`config.mk`:
```
export PLATFORM = sky130hd
export DESIGN_NAME = humidity_sensor_frame_decoder
export DESIGN_NICKNAME = d
export VERILOG_FILES = /design/src/rtl/core/hsfd_pkg.sv /design/src/rtl/core/humidity_sensor_frame_decoder.sv
export SDC_FILE = /design/constraint.sdc
export NUM_CORES = 1
export LEC_CHECK = 0
export BUFFER_PORTS_ARGS = -buffer_cell sky130_fd_sc_hd__buf_2
export CAP_MARGIN = 25
export CELL_PAD_IN_SITES_DETAIL_PLACEMENT = 1
export CELL_PAD_IN_SITES_GLOBAL_PLACEMENT = 1
export CORE_MARGIN = 2
export CORE_UTILIZATION = 51
export CTS_CLUSTER_SIZE = 16
export DETAILED_ROUTE_END_ITERATION = 12
export PLACE_DENSITY = 0.93
export SLEW_MARGIN = 15
export SYNTH_ARGS = -nofsm -noshare
export SYNTH_HDL_FRONTEND = slang
export SYNTH_SLANG_ARGS = --single-unit
```
`constraint.sdc`:
```
create_clock -name clock -period 6.74 [get_ports clock]
set_input_delay 1.011 -clock clock [delete_from_list [all_inputs] [get_ports clock]]
set_output_delay 1.011 -clock clock [all_outputs]
set_load 0.02 [all_outputs]
```
`src/rtl/core/hsfd_pkg.sv`:
```
// Shared types, constants and the CRC-8 byte update for the humidity sensor frame decoder.
package hsfd_pkg;

   localparam int BYTE_W     = 8;
   localparam int WORD_W     = 16;
   localparam int TEMP_W     = 15;
   localparam int HUM_W      = 14;
   localparam int CODE_W     = 2;
   localparam int REQ_DATA_W = 8;
   localparam int REQ_USER_W = 1;
   localparam int RSP_DATA_W = 48;

   localparam logic [BYTE_W-1:0] CRC_INIT = 8'hFF;
   localparam logic [BYTE_W-1:0] CRC_POLY = 8'h31;

   localparam logic [14:0] TEMP_SCALE  = 15'd17500;
   localparam logic [13:0] HUM_SCALE   = 14'd10000;
   localparam logic [15:0] TEMP_OFFSET = 16'd4500;
   localparam logic [13:0] HUM_MAX     = 14'd10000;

   localparam int PROD_T_W = 31;
   localparam int PROD_H_W = 30;

   typedef enum logic [CODE_W-1:0] {
      RC_OK         = 2'd0,
      RC_FIRST_BAD  = 2'd1,
      RC_SECOND_BAD = 2'd2
   } result_code_type;

   typedef struct packed {
      logic                 status_mode;
      logic [WORD_W-1:0]    word_t;
      logic [WORD_W-1:0]    word_h;
      result_code_type      code;
   } frame_stage_type;

   typedef struct packed {
      logic                 status_mode;
      logic [PROD_T_W-1:0]  prod_t;
      logic [PROD_H_W-1:0]  prod_h;
      logic [WORD_W-1:0]    word_h;
      result_code_type      code;
   } scale_stage_type;

   function automatic logic [BYTE_W-1:0] crc_feed(input logic [BYTE_W-1:0] crc,
                                                  input logic [BYTE_W-1:0] data);
      logic [BYTE_W-1:0] c;
      c = crc ^ data;
      for (int i = 0; i < BYTE_W; i++) begin
         if (c[BYTE_W-1]) begin
            c = {c[BYTE_W-2:0], 1'b0} ^ CRC_POLY;
         end else begin
            c = {c[BYTE_W-2:0], 1'b0};
         end
      end
      return c;
   endfunction

endpackage

```
`src/rtl/core/humidity_sensor_frame_decoder.sv`:
```
// Top level of the humidity sensor frame decoder: byte parsing, CRC check and scaling.
//
//   channel  direction  payload (low bit first)                      handshake
//   req      in         tdata: rx_byte; tuser: frame_start           req_tvalid/req_tready
//   rsp      out        tdata: temp_centi, humidity_centi,           rsp_tvalid/rsp_tready
//                              status_word, result_code, pad
//   csr      in         csr_data: frame_mode                         csr_valid/csr_ready
//
// One byte per cycle while req_tready is high. After the byte that closes its frame, a result
// passes the frame register, multiplier register and output register. Stalls on rsp back up
// stage by stage; req_tready drops only when all three stages hold items. Reset is
// synchronous and clears the frame state, the mode register and all stage valid flags.
module humidity_sensor_frame_decoder (
   input  logic                            clock,
   input  logic                            reset,
   input  logic                            req_tvalid,
   output logic                            req_tready,
   input  logic [hsfd_pkg::REQ_DATA_W-1:0] req_tdata,  // [7:0] rx_byte
   input  logic [hsfd_pkg::REQ_USER_W-1:0] req_tuser,  // [0] frame_start
   output logic                            rsp_tvalid,
   input  logic                            rsp_tready,
   output logic [hsfd_pkg::RSP_DATA_W-1:0] rsp_tdata,  // [14:0] temp_centi, [28:15]
                                                       // humidity_centi, [44:29]
                                                       // status_word, [46:45] result_code,
                                                       // [47] zero
   input  logic                            csr_valid,
   output logic                            csr_ready,
   input  logic                            csr_data    // frame_mode
);
   import hsfd_pkg::*;

   localparam logic [2:0] POS_HI_A = 3'd0;
   localparam logic [2:0] POS_LO_A = 3'd1;
   localparam logic [2:0] POS_CRC_A = 3'd2;
   localparam logic [2:0] POS_HI_B = 3'd3;
   localparam logic [2:0] POS_LO_B = 3'd4;
   localparam logic [2:0] POS_CRC_B = 3'd5;

   logic                  mode_ff;
   logic [2:0]            pos_ff, pos_in;
   logic [BYTE_W-1:0]     crc_ff, crc_in;
   logic [WORD_W-1:0]     word_ff, word_in;
   logic [WORD_W-1:0]     held_ff, held_in;
   logic                  good_ff, good_in;

   logic                  a_v_ff, b_v_ff, o_v_ff;
   frame_stage_type       a_ff, a_in;
   scale_stage_type       b_ff, b_in;
   logic [RSP_DATA_W-1:0] o_ff, o_in;

   logic                  en_a, en_b, en_o, accept, emit;
   logic [BYTE_W-1:0]     rx_byte;
   logic [2:0]            pos;
   logic [BYTE_W-1:0]     crc_base, crc_new;
   logic                  crc_match;

   logic [PROD_T_W:0]     sum_t;
   logic [PROD_H_W:0]     sum_h;
   logic [TEMP_W-1:0]     q_t;
   logic [HUM_W-1:0]      q_h, h_clamped;
   logic [TEMP_W:0]       t_wide;
   logic                  meas_ok;
   logic [TEMP_W-1:0]     temp_out;
   logic [HUM_W-1:0]      hum_out;
   logic [WORD_W-1:0]     status_out;

   assign en_o       = !o_v_ff || rsp_tready;
   assign en_b       = !b_v_ff || en_o;
   assign en_a       = !a_v_ff || en_b;
   assign req_tready = en_a;
   assign accept     = req_tvalid && req_tready;
   assign csr_ready  = 1'b1;
   assign rsp_tvalid = o_v_ff;
   assign rsp_tdata  = o_ff;
   assign rx_byte    = req_tdata[BYTE_W-1:0];

   always_comb begin
      pos = req_tuser[0] ? POS_HI_A : pos_ff;
      if (pos > POS_CRC_B || (mode_ff && pos > POS_CRC_A)) begin
         pos = POS_HI_A;
      end
      crc_base  = (pos == POS_HI_A || pos == POS_HI_B) ? CRC_INIT : crc_ff;
      crc_new   = crc_feed(crc_base, rx_byte);
      crc_match = (crc_base == rx_byte);

      pos_in  = pos_ff;
      crc_in  = crc_ff;
      word_in = word_ff;
      held_in = held_ff;
      good_in = good_ff;
      emit    = 1'b0;
      a_in    = '{status_mode: mode_ff, word_t: held_ff, word_h: word_ff, code: RC_OK};

      unique case (pos)
         POS_HI_A, POS_HI_B: begin
            crc_in  = crc_new;
            word_in = {rx_byte, {BYTE_W{1'b0}}};
            pos_in  = pos + 3'd1;
         end
         POS_LO_A, POS_LO_B: begin
            crc_in  = crc_new;
            word_in = {word_ff[WORD_W-1:BYTE_W], rx_byte};
            pos_in  = pos + 3'd1;
         end
         POS_CRC_A: begin
            crc_in = CRC_INIT;
            if (mode_ff) begin
               emit        = 1'b1;
               pos_in      = POS_HI_A;
               a_in.word_h = word_ff;
               a_in.code   = crc_match ? RC_OK : RC_FIRST_BAD;
            end else begin
               held_in = word_ff;
               good_in = crc_match;
               pos_in  = POS_HI_B;
            end
         end
         POS_CRC_B: begin
            crc_in      = CRC_INIT;
            emit        = 1'b1;
            pos_in      = POS_HI_A;
            a_in.word_t = held_ff;
            a_in.word_h = word_ff;
            a_in.code   = !good_ff ? RC_FIRST_BAD :
                          (crc_match ? RC_OK : RC_SECOND_BAD);
         end
         default: begin
            pos_in = POS_HI_A;
         end
      endcase
   end

   always_comb begin
      b_in.status_mode = a_ff.status_mode;
      b_in.prod_t      = PROD_T_W'(a_ff.word_t * TEMP_SCALE);
      b_in.prod_h      = PROD_H_W'(a_ff.word_h * HUM_SCALE);
      b_in.word_h      = a_ff.word_h;
      b_in.code        = a_ff.code;
   end

   // divide by 65535: (p + (p >> 16) + 1) >> 16
   always_comb begin
      sum_t      = {1'b0, b_ff.prod_t} + (PROD_T_W+1)'(b_ff.prod_t >> WORD_W)
                   + (PROD_T_W+1)'(1);
      sum_h      = {1'b0, b_ff.prod_h} + (PROD_H_W+1)'(b_ff.prod_h >> WORD_W)
                   + (PROD_H_W+1)'(1);
      q_t        = sum_t[WORD_W +: TEMP_W];
      q_h        = sum_h[WORD_W +: HUM_W];
      h_clamped  = (q_h > HUM_MAX) ? HUM_MAX : q_h;
      t_wide     = {1'b0, q_t} - TEMP_OFFSET;
      meas_ok    = !b_ff.status_mode && (b_ff.code == RC_OK);
      temp_out   = meas_ok ? t_wide[TEMP_W-1:0] : '0;
      hum_out    = meas_ok ? h_clamped : '0;
      status_out = (b_ff.status_mode && b_ff.code == RC_OK) ? b_ff.word_h : '0;
      o_in       = {1'b0, b_ff.code, status_out, hum_out, temp_out};
   end

   always_ff @(posedge clock) begin
      if (reset) begin
         mode_ff <= 1'b0;
         pos_ff  <= POS_HI_A;
         crc_ff  <= CRC_INIT;
         word_ff <= '0;
         held_ff <= '0;
         good_ff <= 1'b0;
         a_v_ff  <= 1'b0;
         b_v_ff  <= 1'b0;
         o_v_ff  <= 1'b0;
      end else begin
         if (csr_valid && csr_ready) begin
            mode_ff <= csr_data;
         end
         if (accept) begin
            pos_ff  <= pos_in;
            crc_ff  <= crc_in;
            word_ff <= word_in;
            held_ff <= held_in;
            good_ff <= good_in;
         end
         if (en_a) begin
            a_v_ff <= accept && emit;
         end
         if (en_b) begin
            b_v_ff <= a_v_ff;
         end
         if (en_o) begin
            o_v_ff <= b_v_ff;
         end
      end
   end

   always_ff @(posedge clock) begin
      if (en_a) begin
         a_ff <= a_in;
      end
      if (en_b) begin
         b_ff <= b_in;
      end
      if (en_o) begin
         o_ff <= o_in;
      end
   end

endmodule

```
==> flow_summary_export.csv, run 1 <==
group,metric,value,unit
worst_setup_path,cp_top_family,"adder cells",
timing,hold_viol,0,
worst_setup_path,rr_endpoint,"b_ff[45]$_DFFE_PP_",
cells_and_area,finalInstanceArea,15800,um2
worst_setup_path,cp_slowest_cell,"fa_1",
worst_setup_path,worstRegToRegCells,20,
run,drv_cap,0,
worst_setup_path,r2r_start,"a_ff[6]$_DFFE_PN_",
worst_setup_path,max_stage_delay,0.55,ns
global_routing,grt_usage,29.0,%
cells_and_area,nets,1707,
synth,yosys.area.top_type_share,31.6,%
placement,hpwlAfterDp,30.4,mm
global_routing,grt_max_degree,71,
floorplan,die-area,29700,um2
cells_and_area,finish.utilization,56.8,%
worst_setup_path,crit_start,"a_ff[6]$_DFFE_PN_",
clock_tree,cts_tree,"done",
placement,dp_slack,1.15,ns
status,outcome,"completed",
timing,fin_crit_sh,84.9,%
clock_tree,cts_hold_buf,0,
floorplan,num_rows,61,
power,power-per-cell-area,198,nW/um2
worst_setup_path,critPathMaxFanout,4,
worst_setup_path,path_buf_inv,6,
worst_setup_path,crit_chain,"inv_1 > fa_1 > inv_1 > ha_1 > inv_1 > fa_1 > inv_1 > ha_1 > inv_1 > fa_1 > inv_1 > ha_1 > o21a_1 > o21ai_0 > o31ai_1 > o41a_1 > a311o_1 > a31o_2 > a21oi_1 > xnor2_1",
synth,synthTopCellsByArea,"edfxtp_1 (32%), ha_1 (17%), fa_1 (11%), dfxtp_1 (6.6%), inv_1 (5.7%)",
clock_tree,cts_buffers,17,
synth,synthTopCellsByCount,"inv_1 (220), ha_1 (198), edfxtp_1 (152)",
synth,synthArstFlopShare,0,%
global_routing,grt_overflow,0,
synth,ys_ff_latch,200,
clock_tree,path_clk_slew,0.09,ns
timing,finalWorstSetupSlack,1.02,ns
clock_tree,insertion_delay,0.46,ns
synth,synth_top_area_cell,"edfxtp_1",
floorplan,core_area,27900,um2
route,ant_nets,0,
worst_setup_path,setup.worst_path.class,"flop to flop",
worst_setup_path,start_kind,"flop",
timing,fmax,0.175,GHz
clock_tree,cts_setup_buffers,0,
cells_and_area,seq_area,5530,um2
synth,synth.distinct_cells,70,
worst_setup_path,r2r_slack,1.02,ns
clock_tree,clk_path_buf_depth,2,
synth,synth_area,14500,um2
synth,syn_area_per_cell,10.7,um2
synth,syn-num-nets,1640,
placement,post_dp_cell_area,15200,um2
min_path,hold_start,"held_ff[4]$_SDFFE_PP0P_",
worst_setup_path,end_kind,"flop",
timing,tns,0,ns
synth,yosys_warnings,0,
cells_and_area,n_antenna_cell,0,
floorplan,start_util,51.9,%
cells_and_area,multi_input_area,8010,um2
worst_setup_path,cp.arrival,5.93,ns
route,via_per_inst,5.97,
route,avgRoutedWirePerCell,23.0,um
timing,drv_slew,0,
route,drt_wl_total,41.5,mm
worst_setup_path,cpMostUsedCell,"inv_1",
worst_setup_path,cp-endpoint,"b_ff[45]$_DFFE_PP_",
clock_tree,htree_levels,4,
timing,maxSlewHeadroom,33.2,%
worst_setup_path,cp.required,6.95,ns
synth,synth-edff-count,152,
global_routing,antenna_found_initial,0,
timing,clock_skew,0.0183,ns
power,max-vdd-ir-drop,0.162,mV
timing,setup_viol,0,
floorplan,die_h,172,um
timing,fin_crit,5.72,ns
cells_and_area,area_growth,9.43,%
timing,rsz0062_at_grt,"no",
timing,tightest_slew,1.00,ns
floorplan,fp.dieW,172,um
clock_tree,cts-root-buf,"clkbuf_16",
route,drc,0,
min_path,hold_class,"flop to flop",
clock_tree,ctsResizeCount,0,
power,p_leak,7.80,nW
route,num_vias,10800,
global_routing,grt_pass1_vias,11800,
synth,synth_ff_type,"edfxtp_1",
floorplan,io_pins,66,
route,drtIter0Drc,799,
placement,io_buffer_count,63,
worst_setup_path,critical_path_cell_count,20,
synth,seq_area_frac_synth,38.2,%
route,drtPass1Iterations,5,
cells_and_area,drive_gt1_share,8.97,%
synth,yosysMostFrequentCell,"inv_1",
placement,gp_congestion,0.941,
cells_and_area,fill_cells,3012,
global_routing,grt_pass1_wl,65.3,mm
synth,syn_inst,1347,
clock_tree,cts.sinks,200,
[report_power, final]
group	internal, W	total (W)	switching [W]
sequential	0.00142	0.00151	0.0000973
combinational	0.000213	0.000550	0.000337
clock	0.000505	0.00107	0.000568
[cell usage in the layout (no fill, tap or decap), types with 9 or more instances in the layout]
master,count
a2111oi_0,9
a211oi_1,15
a21o_1,19
a21oi_1,73
a22oi_1,9
a31oi_1,9
and2_1,25
buf_2,63
clkbuf_16,17
dfxtp_1,48
edfxtp_1,152
fa_1,80
ha_1,198
inv_1,219
mux2i_1,11
nand2_1,72
nand2b_1,17
nand3_1,17
nand4_1,14
nor2_1,77
nor3_1,27
o21a_1,9
o21ai_0,31
o22ai_1,10
xnor2_1,57
xor2_1,25
[area by class of cell]
cell class	instances	share of cell area, %
multi-input combinational	907	50.6
sequential	200	34.9
inverter	220	5.22
tap	378	2.99
clock buffer	17	2.69
timing repair buffer	68	2.46
clock inverter	15	1.09
[per-stage QoR]
stage	hold slack, ns	instances	total power (W)
floorplan	0.400	1347	0.00187
global placement	0.414	1770	0.00199
detailed placement	0.425	1770	0.00206
CTS	0.437	1802	0.00314
global route	0.442	1805	0.00325
finish	0.438	1805	0.00314
[flip-flops by register name (all words and copies together) (netlist names), 3 cells and up]
signal,count
b_ff,70
rsp_tdata,47
a_ff,35
held_ff,16
word_ff,16
crc_ff,8
pos_ff,3
[per-layer routing]
metal	track usage, %	wire length (um)
met5	0	0
met4	14.0	1880
met3	3.62	1740
met2	52.9	21400
met1	33.7	16500
[worst register-to-register path, stage by stage, from the launching register on]
cell,delay (ns)
edfxtp_1,0.45
inv_1,0.16
fa_1,0.55
inv_1,0.04
ha_1,0.26
inv_1,0.05
fa_1,0.55
inv_1,0.06
ha_1,0.30
inv_1,0.07
fa_1,0.51
inv_1,0.04
ha_1,0.37
o21a_1,0.22
o21ai_0,0.36
o31ai_1,0.20
o41a_1,0.41
a311o_1,0.34
a31o_2,0.25
a21oi_1,0.20
xnor2_1,0.09
[cell families after synthesis]
group / count (synthesis) / share of synthesized area, %
buffers and inverters: 240 / 6.44
AND/OR/NAND/NOR: 288 / 9.76
XOR/XNOR: 82 / 4.97
other: 2 / 0.0520
flip-flops: 200 / 38.2
multiplexers: 11 / 0.762
adder cells (fa/ha/maj): 279 / 28.3
AO/OA/AOI/OAI: 245 / 11.5
[worst min-delay path by stage]
stage	to	slack, ns	cells past startpoint
after floorplan	b_ff[0]$_DFFE_PP_	0.40	0
after global routing	a_ff[20]$_DFFE_PN_	0.44	0
after CTS	a_ff[20]$_DFFE_PN_	0.44	0
final	a_ff[22]$_DFFE_PN_	0.44	0
after detailed placement	a_ff[22]$_DFFE_PN_	0.42	0
after global placement	a_ff[21]$_DFFE_PN_	0.41	0
No activity file was read; power rests on OpenSTA's default activity.
==> run 2, diff against run 1 <==
- clock period: 6.74 -> 5.3 ns (I/O delays scaled with it)
==> run 2 against run 1 <==
Net effect:
- the flow now finishes with violations (setup timing)
- final area is 3.0% higher
- flip-flop and latch count unchanged
- global-route usage up 2.8 points
- clock power rose by 28%
- critical path depth decreased by 1
- count of clock-buffer cells in the layout up 1
- power rose by 28%
- worst hold slack better by 0.0096 ns
- non-clock buffer count up 33
- sequential power up 28%
- die area is the same
- critical endpoint is now b_ff[76]$_DFFE_PP_
- via count up 8.0%
- critical path type unchanged
==> flow_summary_export.csv, run 2 (synthesis results as in run 1) <==
group,metric,value,unit
worst_setup_path,start_kind,"flop",
cells_and_area,largest_reg_flops,70,
route,drt_wl_total,50.0,mm
timing,maxSlewHeadroom,30.8,%
cells_and_area,fill_cells,2964,
floorplan,io_pins,66,
timing,fmax,0.183,GHz
power,p_comb_share,18.3,%
timing,drv_slew,0,
clock_tree,cts_hold_buf,0,
power,p_leak,7.97,nW
status,violations,"setup timing",
worst_setup_path,critPathMaxFanout,4,
power,total_power,0.00403,W
power,max-vdd-ir-drop,0.226,mV
clock_tree,clk_path_buf_depth,2,
route,drtPass1Iterations,7,
power,pwr-share-seq,47.8,%
clock_tree,htree_levels,4,
power,swShare,32.6,%
run,drv_cap,0,
placement,place_inst,1787,
min_path,hold_class,"flop to flop",
floorplan,start_util,51.9,%
cells_and_area,area_growth,12.7,%
worst_setup_path,end_kind,"flop",
timing,setup_viol,6,
worst_setup_path,setup.worst_path.class,"flop to flop",
cells_and_area,regMostFlops,"b_ff",
power,p_int,0.00272,W
clock_tree,cts-root-buf,"clkbuf_16",
cells_and_area,drive_gt1_share,13.8,%
route,ant_nets,0,
timing,tightest_slew,1.03,ns
global_routing,grt_max_degree,49,
route,drc,0,
timing,hold_slack,0.448,ns
power,p_sw,0.00132,W
power,clock_power_share,33.9,%
floorplan,die_h,172,um
timing,hold_viol,0,
route,drtIter0Drc,1167,
floorplan,die-area,29700,um2
timing,clock_skew,0.0269,ns
timing,finalWorstSetupSlack,-0.171,ns
clock_tree,cts_tree,"done",
route,via_per_inst,6.32,
global_routing,grt_overflow,0,
global_routing,grt_usage,31.8,%
route,num_vias,11600,
status,outcome,"complete, but fails checks",
power,power-per-cell-area,248,nW/um2
placement,hpwlAfterDp,32.1,mm
timing,fin_crit_sh,103,%
cells_and_area,layout_commonest_cell,"inv_1",
global_routing,antenna_found_initial,2,
placement,io_buffer_count,63,
cells_and_area,nets,1740,
floorplan,core_area,27900,um2
clock_tree,insertion_delay,0.47,ns
route,avgRoutedWirePerCell,27.2,um
worst_setup_path,cp.required,5.51,ns
worst_setup_path,cp.arrival,5.68,ns
cells_and_area,finalNonFillerCells,1840,
floorplan,num_rows,61,
global_routing,grt_pass1_wl,70.8,mm
global_routing,grt_pass1_vias,12400,
timing,tns,-0.715,ns
clock_tree,path_clk_slew,0.09,ns
floorplan,fp.dieW,172,um
timing,fin_crit,5.47,ns
placement,gp_congestion,0.903,
placement,dp_slack,-0.185,ns
clock_tree,cts.sinks,200,
cells_and_area,mostFrequentLayoutCells,"inv_1 (212), ha_1 (189), edfxtp_1 (152)",
clock_tree,cts_buffers,17,
[run 2: cell types whose count changed in the layout (fill, tap and decap cells not counted), sizes merged]
cell	delta
diode	+2
inv	-2
buf	+33
clkbuf	+1
clkinvlp	+1
[run 2: worst paths after layout]
path                        endpoint  depth (start not counted)  slack [ns]                     from
setup / recovery  b_ff[76]$_DFFE_PP_                         19       -0.17       a_ff[25]$_DFFE_PN_
hold / removal    a_ff[23]$_DFFE_PN_                          0        0.45  held_ff[5]$_SDFFE_PP0P_
setup reg to reg  b_ff[76]$_DFFE_PP_                         19       -0.17       a_ff[25]$_DFFE_PN_
hold reg to reg   a_ff[23]$_DFFE_PN_                          0        0.45  held_ff[5]$_SDFFE_PP0P_
[run 2: metrics by stage]
step	cell area, um2	utilization (%)
2_1_floorplan	14500	-
3_5_place_dp	15300	54.9
5_1_grt	16300	58.4
6_report	16300	58.5
3_3_place_gp	15300	54.9
4_1_cts	16000	57.5
[run 2: critical path, cell delays in order (launching register included)]
cell	delay (ns)
edfxtp_1	0.47
buf_4	0.20
ha_1	0.29
inv_1	0.06
fa_1	0.51
inv_1	0.06
ha_1	0.31
ha_1	0.30
inv_1	0.07
fa_1	0.55
inv_1	0.08
ha_1	0.38
o21ai_1	0.18
o21ai_2	0.31
a31oi_4	0.19
a211oi_2	0.28
nor3_2	0.11
o41ai_2	0.51
a21bo_2	0.27
xor2_2	0.09
[run 2: timing repair]
item	in CTS	in global routing
buffers inserted	9	9
gates cloned	0	0
endpoints found under the setup margin	11	9
resized for setup	21	36
pin swaps	7	22
[run 2: area by class of cell]
| type | instances | area [um2] | area share, % |
|---|---|---|---|
| antenna | 2 | 5.00 | 0.0307 |
| clock buffer | 18 | 429 | 2.64 |
| clock inverter | 14 | 151 | 0.930 |
| inverter | 220 | 826 | 5.07 |
| multi-input combinational | 907 | 8260 | 50.7 |
| sequential | 200 | 5530 | 33.9 |
| tap | 378 | 473 | 2.90 |
| timing repair buffer | 101 | 617 | 3.79 |
[run 2: power by group through the flow]
stage                     registers, W  logic (W)  clock network (W)
after floorplan                0.00196   0.000420                  0
after global placement         0.00194   0.000600                  0
after detailed placement       0.00195   0.000669                  0
after CTS                      0.00192   0.000705            0.00135
after global routing           0.00194   0.000794            0.00140
final                          0.00193   0.000736            0.00137
[run 2: layer usage]
layer	up-vias	track usage [%]	part of all wire, %
li1	4868	-	-
met1	5768	36.1	36
met2	714	57.0	49
met3	284	4.58	6.9
met5	-	0	0.026
met4	2	18.6	7.6
